**config.mk**
```make
export PLATFORM = sky130hd
export DESIGN_NAME = rack_voltage_arbitration
export DESIGN_NICKNAME = d
export VERILOG_FILES = /design/src/hdl/rva_pkg.sv /design/src/hdl/rack_voltage_arbitration.sv
export SDC_FILE = /design/constraint.sdc
export NUM_CORES = 1
export LEC_CHECK = 0
export ABC_AREA = 1
export BUFFER_PORTS_ARGS = -buffer_cell sky130_fd_sc_hd__clkbuf_2
export CORE_ASPECT_RATIO = 1.25
export CORE_UTILIZATION = 50
export DETAILED_ROUTE_END_ITERATION = 8
export GPL_ROUTABILITY_DRIVEN = 0
export PLACE_DENSITY_LB_ADDON = 0.25
export SLEW_MARGIN = 30
export SYNTH_ARGS = -nofsm -noshare
export SYNTH_HDL_FRONTEND = slang
export SYNTH_SLANG_ARGS = --single-unit
```
**constraint.sdc**
```tcl
create_clock -name clk -period 4.7 [get_ports clk]
set_input_delay 0.47 -clock clk [delete_from_list [all_inputs] [get_ports clk]]
set_output_delay 0.47 -clock clk [all_outputs]
set_load 0.02 [all_outputs]
```
**src/hdl/rva_pkg.sv**
```systemverilog
// ----------------------------------------------------------------------------
// rva_pkg
// shared constants, widths and helpers for rack voltage arbitration
// ----------------------------------------------------------------------------
package rva_pkg;

  localparam int MAX_RACKS = 32;
  localparam int V_W       = 18;
  localparam int T_W       = V_W + 1;
  localparam int CS_W      = 2;
  localparam int IDX_W     = (MAX_RACKS > 1) ? $clog2(MAX_RACKS) : 1;
  localparam int CNT_W     = $clog2(MAX_RACKS + 1);
  localparam int SUM_W     = V_W + CNT_W;
  localparam int STEP_W    = $clog2(SUM_W);

  localparam logic [V_W-1:0]  DEADBAND_RESET = V_W'(100);
  localparam logic [CS_W-1:0] CS_OPEN        = CS_W'(0);
  localparam logic [CS_W-1:0] CS_CLOSED      = CS_W'(1);

  function automatic logic [V_W-1:0] absdiff(input logic [V_W-1:0] a,
                                             input logic [V_W-1:0] b);
    logic [V_W-1:0] d;
    if (a >= b) begin
      d = a - b;
    end else begin
      d = b - a;
    end
    return d;
  endfunction

endpackage

```
**src/hdl/rack_voltage_arbitration.sv**
```systemverilog
// ----------------------------------------------------------------------------
// rack_voltage_arbitration
// loads racks one per transfer, then scans stored open voltages to pick
// and average a balancing target
// ----------------------------------------------------------------------------
// sequence: a rack without last_rack leaves busy low; after last_rack with n
//   stored open racks: check, two scans of the n racks, pick, 24 divider
//   steps; done from check if nothing to scan, pick if none outside deadband
// throughput: one rack per cycle until last_rack, then busy until done
// result strobe done lasts one cycle and cannot be stalled
// reset: deadband returns to 100, the rack set is empty, no result pending
module rack_voltage_arbitration (
  input  logic                                clk,
  input  logic                                rst,
  input  logic                                start,
  output logic                                busy,
  input  logic [rva_pkg::V_W-1:0]             rack_voltage,
  input  logic [rva_pkg::CS_W-1:0]            contactor_state,
  input  logic                                last_rack,
  input  logic                                cfg_wr_en,
  input  logic [rva_pkg::V_W-1:0]             cfg_wr_data,
  output logic                                done,
  output logic signed [rva_pkg::T_W-1:0]      target_voltage,
  output logic                                balancing_needed,
  output logic                                no_closed_rack
);

  typedef enum logic [2:0] {
    ST_IDLE,
    ST_CHECK,
    ST_SCAN_RANGE,
    ST_PICK,
    ST_SCAN_AVG,
    ST_DIVIDE
  } state_t;

  state_t                        state;
  logic [rva_pkg::V_W-1:0]       deadband;
  logic [rva_pkg::V_W-1:0]       mem [rva_pkg::MAX_RACKS];
  logic [rva_pkg::V_W-1:0]       rd_data;
  logic                          rd_valid;
  logic [rva_pkg::CNT_W-1:0]     open_count;
  logic [rva_pkg::V_W-1:0]       reference_voltage;
  logic                          reference_seen;
  logic [rva_pkg::CNT_W-1:0]     idx;
  logic                          any_far;
  logic [rva_pkg::V_W-1:0]       lo;
  logic [rva_pkg::V_W-1:0]       hi;
  logic [rva_pkg::V_W-1:0]       best;
  logic [rva_pkg::SUM_W-1:0]     sum;
  logic [rva_pkg::CNT_W-1:0]     cnt;
  logic [rva_pkg::CNT_W-1:0]     rem;
  logic [rva_pkg::STEP_W-1:0]    step;

  logic                          accept;
  logic                          store_wr;
  logic                          scanning;
  logic                          rd_en;
  logic                          far;
  logic                          near_best;
  logic [rva_pkg::CNT_W:0]       rem_shift;
  logic                          q_bit;

  assign busy     = (state != ST_IDLE);
  assign accept   = start && !busy;
  assign store_wr = accept && (contactor_state == rva_pkg::CS_OPEN) &&
                    (open_count < rva_pkg::CNT_W'(rva_pkg::MAX_RACKS));
  assign scanning = (state == ST_SCAN_RANGE) || (state == ST_SCAN_AVG);
  assign rd_en    = scanning && (idx < open_count);

  assign far       = rva_pkg::absdiff(rd_data, reference_voltage) >= deadband;
  assign near_best = rva_pkg::absdiff(rd_data, best) <= deadband;

  assign rem_shift = {rem, sum[rva_pkg::SUM_W-1]};
  assign q_bit     = rem_shift >= {1'b0, cnt};

  always_ff @(posedge clk) begin
    if (store_wr) begin
      mem[open_count[rva_pkg::IDX_W-1:0]] <= rack_voltage;
    end
    if (rd_en) begin
      rd_data <= mem[idx[rva_pkg::IDX_W-1:0]];
    end
  end

  always_ff @(posedge clk) begin
    if (rst) begin
      state             <= ST_IDLE;
      deadband          <= rva_pkg::DEADBAND_RESET;
      open_count        <= '0;
      reference_voltage <= '0;
      reference_seen    <= 1'b0;
      rd_valid          <= 1'b0;
      done              <= 1'b0;
      idx               <= '0;
    end else begin
      done     <= 1'b0;
      rd_valid <= rd_en;
      if (rd_en) begin
        idx <= idx + 1'b1;
      end
      if (cfg_wr_en) begin
        deadband <= cfg_wr_data;
      end
      unique case (state)
        ST_IDLE: begin
          if (accept) begin
            if (contactor_state == rva_pkg::CS_CLOSED && !reference_seen) begin
              reference_voltage <= rack_voltage;
              reference_seen    <= 1'b1;
            end else if (store_wr) begin
              open_count <= open_count + 1'b1;
            end
            if (last_rack) begin
              state <= ST_CHECK;
            end
          end
        end
        ST_CHECK: begin
          idx     <= '0;
          any_far <= 1'b0;
          if (open_count == '0 || !reference_seen) begin
            done              <= 1'b1;
            target_voltage    <= '1;
            balancing_needed  <= 1'b0;
            no_closed_rack    <= (open_count != '0);
            open_count        <= '0;
            reference_voltage <= '0;
            reference_seen    <= 1'b0;
            state             <= ST_IDLE;
          end else begin
            state <= ST_SCAN_RANGE;
          end
        end
        ST_SCAN_RANGE: begin
          if (rd_valid && far) begin
            if (!any_far || rd_data < lo) begin
              lo <= rd_data;
            end
            if (!any_far || rd_data > hi) begin
              hi <= rd_data;
            end
            any_far <= 1'b1;
          end
          if (!rd_en && !rd_valid) begin
            state <= ST_PICK;
          end
        end
        ST_PICK: begin
          idx <= '0;
          sum <= '0;
          cnt <= '0;
          if (!any_far) begin
            done              <= 1'b1;
            target_voltage    <= '1;
            balancing_needed  <= 1'b0;
            no_closed_rack    <= 1'b0;
            open_count        <= '0;
            reference_voltage <= '0;
            reference_seen    <= 1'b0;
            state             <= ST_IDLE;
          end else begin
            if (rva_pkg::absdiff(lo, reference_voltage) <=
                rva_pkg::absdiff(hi, reference_voltage)) begin
              best <= lo;
            end else begin
              best <= hi;
            end
            state <= ST_SCAN_AVG;
          end
        end
        ST_SCAN_AVG: begin
          if (rd_valid && far && near_best) begin
            sum <= sum + rva_pkg::SUM_W'(rd_data);
            cnt <= cnt + 1'b1;
          end
          if (!rd_en && !rd_valid) begin
            rem   <= '0;
            step  <= '0;
            state <= ST_DIVIDE;
          end
        end
        ST_DIVIDE: begin
          if (q_bit) begin
            rem <= rva_pkg::CNT_W'(rem_shift - {1'b0, cnt});
          end else begin
            rem <= rem_shift[rva_pkg::CNT_W-1:0];
          end
          sum  <= {sum[rva_pkg::SUM_W-2:0], q_bit};
          step <= step + 1'b1;
          if (step == rva_pkg::STEP_W'(rva_pkg::SUM_W - 1)) begin
            done              <= 1'b1;
            target_voltage    <= $signed({1'b0, sum[rva_pkg::V_W-2:0], q_bit});
            balancing_needed  <= 1'b1;
            no_closed_rack    <= 1'b0;
            open_count        <= '0;
            reference_voltage <= '0;
            reference_seen    <= 1'b0;
            state             <= ST_IDLE;
          end
        end
        default: begin
          state <= ST_IDLE;
        end
      endcase
    end
  end

  a_done_after_busy: assert property (@(posedge clk) disable iff (rst)
    done |-> $past(busy))
    else $error("result without a pending set");

  a_flags_exclusive: assert property (@(posedge clk) disable iff (rst)
    done |-> !(balancing_needed && no_closed_rack))
    else $error("balancing and missing reference both flagged");

  a_no_balance_target: assert property (@(posedge clk) disable iff (rst)
    (done && !balancing_needed) |-> (target_voltage == -1))
    else $error("target not -1 without balancing");

  a_count_bound: assert property (@(posedge clk) disable iff (rst)
    open_count <= rva_pkg::CNT_W'(rva_pkg::MAX_RACKS))
    else $error("open count beyond store depth");

  a_set_cleared: assert property (@(posedge clk) disable iff (rst)
    done |-> (open_count == '0 && !reference_seen))
    else $error("set state not cleared after result");

endmodule
```
After elaboration in Yosys (flattened, before gate mapping)
Memory sizes are Yosys's and may differ from the RTL's. A register that Yosys moved wholly into a read port is not among the register bits. Index checks and enable logic that the tools add are counted.

Add/sub/neg operators: 14. Bitwise operators: 1. Reductions and logical operators: 40. Equal/unequal tests: 19. Magnitude comparators: 12. Muxes and demuxes: 63.

Operators with widths (number): 18-bit two-way mux (16); 18-bit subtractor (8); 18-bit >= comparator (5); 18-bit one-hot mux with 4 select lines (1); 24-bit one-hot mux with 3 select lines (1); 19-bit two-way mux (3); 19-bit one-hot mux with 3 select lines (1); 6-bit two-way mux (9); 18-bit <= comparator (2); 24-bit by 18-bit adder with 24-bit output (1); 24-bit two-way mux (1); 6-bit one-hot mux with 2 select lines (2); 6-bit one-hot mux with 4 select lines (1); 6-bit by 1-bit adder with 6-bit output (second input constant) (3); 18-bit > comparator (1); 18-bit < comparator (1); 3-bit two-way mux (6); 3-bit one-hot mux with 6 select lines (1); 2-bit != test (second input constant) (8); 3-bit AND reduction (5); 1-bit two-way mux (13); 5-bit one-hot mux with 2 select lines (1); 5-bit AND reduction (2); 1-bit one-hot mux with 3 select lines (3); other kinds (30) (54).

Bits of input ports: 43. Memories kept: 1. RAM bits: 576. Output and inout bits: 23. Register bits after elaboration: 171.

Memory list: mem (words 32, bits a word 18, read ports 1, clocked after Yosys merged registers in 1, write ports 1, RTL line rack_voltage_arbitration.sv:39) `logic [rva_pkg::V_W-1:0] mem [rva_pkg::MAX_RACKS];`.

Longest topological paths before layout
Depth after elaboration: 9. Mapped depth: 29. Depth with buffers taken out: 27.

Least setup slack after synthesis
No wires, ideal clock.

Kind: register to register. Start point: register rd_data[1] in the netlist's numbering, read port of mem. End point: register sum[0] in the netlist's numbering, enable pin. Arrival: 4126 ps. Cell stages (with the launch flop): 24. Slack: 161 ps. Buffers on the path: 0. Cell sequence: edfxtp_1 -> inv_1 -> ha_1 -> nand2_1 -> o21ai_0 -> nand2_1 -> nand2_1 -> nand2_1 -> nand2_1 -> xor2_1 -> nand2_1 -> nand2_1 -> inv_1 -> ha_1 -> nand2_1 -> nor2_1 -> nand2_1 -> nor2_1 -> nand2_1 -> nand4_1 -> nand2_1 -> inv_1 -> nand2_1 -> a21oi_1.

Longest elaborated chain between the ends: 7.

Ends and longest elaborated chain: start: declaration (RTL line rack_voltage_arbitration.sv:40) `logic [rva_pkg::V_W-1:0] rd_data;`; 18-bit subtractor, or another cell as far along (RTL line rva_pkg.sv:26) `d = b - a;`; 18-bit two-way mux (RTL line rva_pkg.sv:23) `if (a >= b) begin`; 18-bit >= comparator (RTL line rack_voltage_arbitration.sv:71) `assign far = rva_pkg::absdiff(rd_data, reference_voltage) >= deadband;`; 1-bit logical AND (RTL line rack_voltage_arbitration.sv:173) `if (rd_valid && far && near_best) begin`; 1-bit logical AND * (RTL line rack_voltage_arbitration.sv:173); 2-bit by 1-bit != test with 1-bit output (no source line) *; 3-bit AND reduction (no source line) *; end signal: assignment (RTL line rack_voltage_arbitration.sv:174) `sum <= sum + rva_pkg::SUM_W'(rd_data);`; end signal: assignment (RTL line rack_voltage_arbitration.sv:189) `sum <= {sum[rva_pkg::SUM_W-2:0], q_bit};`; end: declaration (RTL line rack_voltage_arbitration.sv:50) `logic [rva_pkg::SUM_W-1:0] sum;`.

Every way passes the cells marked *; elsewhere a longest branch is shown, timed or not. A chain may end at the register's enable or synchronous reset.

Final worst setup path
Start point: register rd_data[0] in the netlist's numbering, read port of mem. End point: register sum[14] in the netlist's numbering, enable pin.

The elaborated chain is that of the path after synthesis.

==> results.cfg <==
[run_status]
status = finished, violations left
violations = DRC

[floorplan]
design.portCount = 66
fp-row-count = 118
die_h_um = 325.3
die_w_um = 260.7
core_area_um2 = 82830
die_area_um2 = 84790
start_util_pct = 50.48

[power_and_ir_drop]
ir_worst_vdd_v = 0.0003492
switching_share_pct = 32.55
switching_power_uw = 6109
sequentialPowerShare_pct = 41.5
p_total_uw = 18770
p_leak_uw = 0.01860
p_int_uw = 12660
p_clk_share_pct = 32.6
pwr-share-comb_pct = 26.0
power.density_nw_per_um2 = 405.9

[yosys]
syn_nets = 4797
synth.cell_area_um2 = 41810
ys_seq_area_share_pct = 53.65
synth_seq_cells = 765
synth_cell_types = 51
yosys_warnings = 0
avgSynthCellArea_um2 = 9.333
syn_inst = 4480

[critical_path]
r2r_end = sum[14]
crit_type = reg2reg
worst-path-stages = 22
crit_start = rd_data[0]
reg2reg_slack_ns = 0.28
start_kind = flip-flop
crit_buf_inv = 4
worst_path_max_delay_cell = edfxtp_1
worst-path-max-fanout = 24
critPathCapture = sum[14]
crit_family = simple AND/OR/NAND/NOR gates
cp.arrival_ns = 4.75
reg2reg_from = rd_data[0]
cpMostUsedCell = nand2_1
worstPathCellList = inv_1, ha_1, inv_1, fa_1, a21boi_0, o21ai_0, nand2_1, nand3_1, nand2_1, nand2_1, nand2_1, inv_1, ha_1, nand2_1, nor2_1, nand2_1, nor2_1, nand3_1, nand2_1, nand2_1, a21oi_2, buf_12
worst_ep_required_time_ns = 5.03
slowest_delay_ns = 0.52
crit_path_end_kind = flip-flop
rr_worst_depth = 22

[job]
cap_violations = 0

[timing]
hold_violations = 0
fmaxAchievable_mhz = 226.4
rsz0062_at_grt = no
setup_tns_ns = 0
report.final.slew_viol_count = 0
worst_slew_pin_slew_ns = 0.8149
setup_viol = 0
slew_headroom_pct = 45.67
whs_ns = 0.06063
period_share_pct = 93.99
skew_ns = 0.02148
fin_crit_ns = 4.417

[global_routing]
grt_max_degree = 177
grt_pass1_wl_um = 182500
grt_usage_pct = 28.34
antenna_found_initial = 0
grt-ovfl-total = 0
grt_pass1_vias = 31570

[detailed_routing]
vias = 32830
wire_per_inst_um = 21.12
drt-total-wl_um = 120700
drt_pass1_iterations = 9
vias_per_cell = 5.747
drtAntennaViolNets = 0
detail_route.iter0.violations = 2851
drcViolationCount = 2

[clock_tree]
root_buffer = clkbuf_16
insertion_delay_ns = 0.64
cts-buffers-inserted = 76
max-clock-path-buffers = 3
cts_hold_buf = 0
clk_pin_slew_worst_paths_ns = 0.06
cts_max_level = 3
cts_tree = built
clock-sinks = 765

[final_layout]
drive_above_1_share_pct = 8.396
nets = 4886
antenna_cells = 0
finish.instance_area_um2 = 46230
syn_to_final_growth_pct = 10.56

[hold_path]
worstHoldPathType = in2reg

[place]
place_area_um2 = 43720
hpwl_um = 83770
port-buffer-count = 65
## layer usage
metal | GRT usage [%] | part of all wire (%) | up-vias
met1 | 33.67 | 38 | 15610
li1 | - | - | 15550
met2 | 48.76 | 50 | 1295
met3 | 4.060 | 6.4 | 374
met4 | 16.21 | 6.1 | 0
met5 | 0 | 0 | -
## worst min-delay path by stage
stage	start	end	slack, ns	cells after the start
floorplan	reference_voltage[17]	reference_voltage[17]	0.44	2
global placement	reference_voltage[17]	reference_voltage[17]	0.45	2
detailed placement	reference_voltage[17]	reference_voltage[17]	0.46	2
CTS	cfg_wr_data[5]	deadband[5]	0.03	3
global route	cfg_wr_data[5]	deadband[5]	0.07	3
finish	cfg_wr_data[5]	deadband[5]	0.06	3
## cell usage in the layout (no fill, tap or decap), drive strengths merged, types with 45 or more instances in the layout
master | Yosys | final
nor2 | 603 | 603
nand3 | 151 | 151
inv | 452 | 457
o21ai | 493 | 493
clkbuf | 109 | 162
edfxtp | 711 | 711
nand2 | 872 | 872
nand4 | 45 | 45
xor2 | 89 | 89
o211ai | 58 | 58
o22ai | 91 | 91
dfxtp | 54 | 54
buf | 59 | 114
a21oi | 251 | 251
ha | 264 | 264
## Yosys cell counts, drive strengths merged
| library cell | instances | area, um2 |
|---|---|---|
| nand2 | 872 | 3303 |
| edfxtp | 711 | 21350 |
| nor2 | 603 | 2281 |
| o21ai | 493 | 2475 |
| inv | 452 | 1697 |
| ha | 264 | 3303 |
| a21oi | 251 | 1264 |
| nand3 | 151 | 770.7 |
| clkbuf | 109 | 411.7 |
| o22ai | 91 | 569.3 |
| xor2 | 89 | 779.5 |
| buf | 59 | 395.4 |
| o211ai | 58 | 435.4 |
| dfxtp | 54 | 1081 |
| nand4 | 45 | 281.5 |
| o21bai | 28 | 214.0 |
| nor3 | 24 | 120.1 |
| a21o | 18 | 135.1 |
| o221ai | 17 | 148.9 |
| a21boi | 16 | 120.1 |
| nand3b | 14 | 105.1 |
| fa | 10 | 200.2 |
| xnor2 | 10 | 87.58 |
| o21a | 8 | 60.06 |
| nor4 | 6 | 37.54 |
| or2 | 5 | 31.28 |
| clkinv | 4 | 15.01 |
| a211oi | 3 | 27.52 |
| and2 | 3 | 18.77 |
| nor3b | 3 | 22.52 |
| o2111ai | 3 | 26.28 |
| a22oi | 2 | 15.01 |
| a31oi | 2 | 12.51 |
| a311oi | 1 | 8.760 |
| o32ai | 1 | 8.760 |
## state kept, by name (all words and copies together), names as in the netlist, 6 cells and up
signal	cells
cnt	6
rd_data	18
idx	6
lo	18
hi	18
sum	24
open_count	6
rem	6
best	18
deadband	18
reference_voltage	18
mem	576
target_voltage	19
## power by group through the flow
stage          clock (uW)  combinational [uW]  sequential, uW
2_1_floorplan           0                3260            7900
3_5_place_dp            0                4760            7920
4_1_cts              6150                4780            7780
6_report             6110                4870            7780
3_3_place_gp            0                4700            7920
5_1_grt              6400                5420            7790
## layout make-up
| class | instances | area, um2 |
|---|---|---|
| tap | 1080 | 1351 |
| multi-input combinational | 3091 | 16980 |
| clock inverter | 45 | 417.9 |
| clock buffer | 97 | 2074 |
| inverter | 456 | 1722 |
| timing repair buffer | 179 | 1244 |
| sequential | 765 | 22440 |
| fill | 7225 | 36600 |
## kinds of logic after synthesis
kind of cell	after synthesis	synth area share, %
AOI/OAI and AO/OA	992	13.20
xor gates and xnor gates	99	2.074
adders and majority gates	274	8.379
buffers and inverters	624	6.024
DFF	765	53.65
and+or+nand+nor	1726	16.67
## worst register-to-register path: stages, from the launching register on
cell and delay (ns):
edfxtp_1 0.52, inv_1 0.23, ha_1 0.27, inv_1 0.09, fa_1 0.46, a21boi_0 0.36
o21ai_0 0.19, nand2_1 0.12, nand3_1 0.07, nand2_1 0.07, nand2_1 0.04, nand2_1 0.06
inv_1 0.04, ha_1 0.26, nand2_1 0.05, nor2_1 0.13, nand2_1 0.08, nor2_1 0.14
nand3_1 0.09, nand2_1 0.28, nand2_1 0.13, a21oi_2 0.21, buf_12 0.22
## repair_timing
action / CTS / global route
buffers inserted: 0 / 1
gates resized for setup: 0 / 7
setup endpoints to repair: 0 / 66
## per-stage QoR
stage / setup WS, ns / cells / utilization [%]
final: 0.2826 / 5713 / 55.81
after CTS: 0.1700 / 5712 / 55.79
after floorplan: 0.1609 / 4480 / -
after global routing: 0.01328 / 5713 / 55.81
after global placement: 0.2678 / 5570 / 52.78
after detailed placement: 0.2030 / 5570 / 52.78
Power figures use the tool's default switching activity.
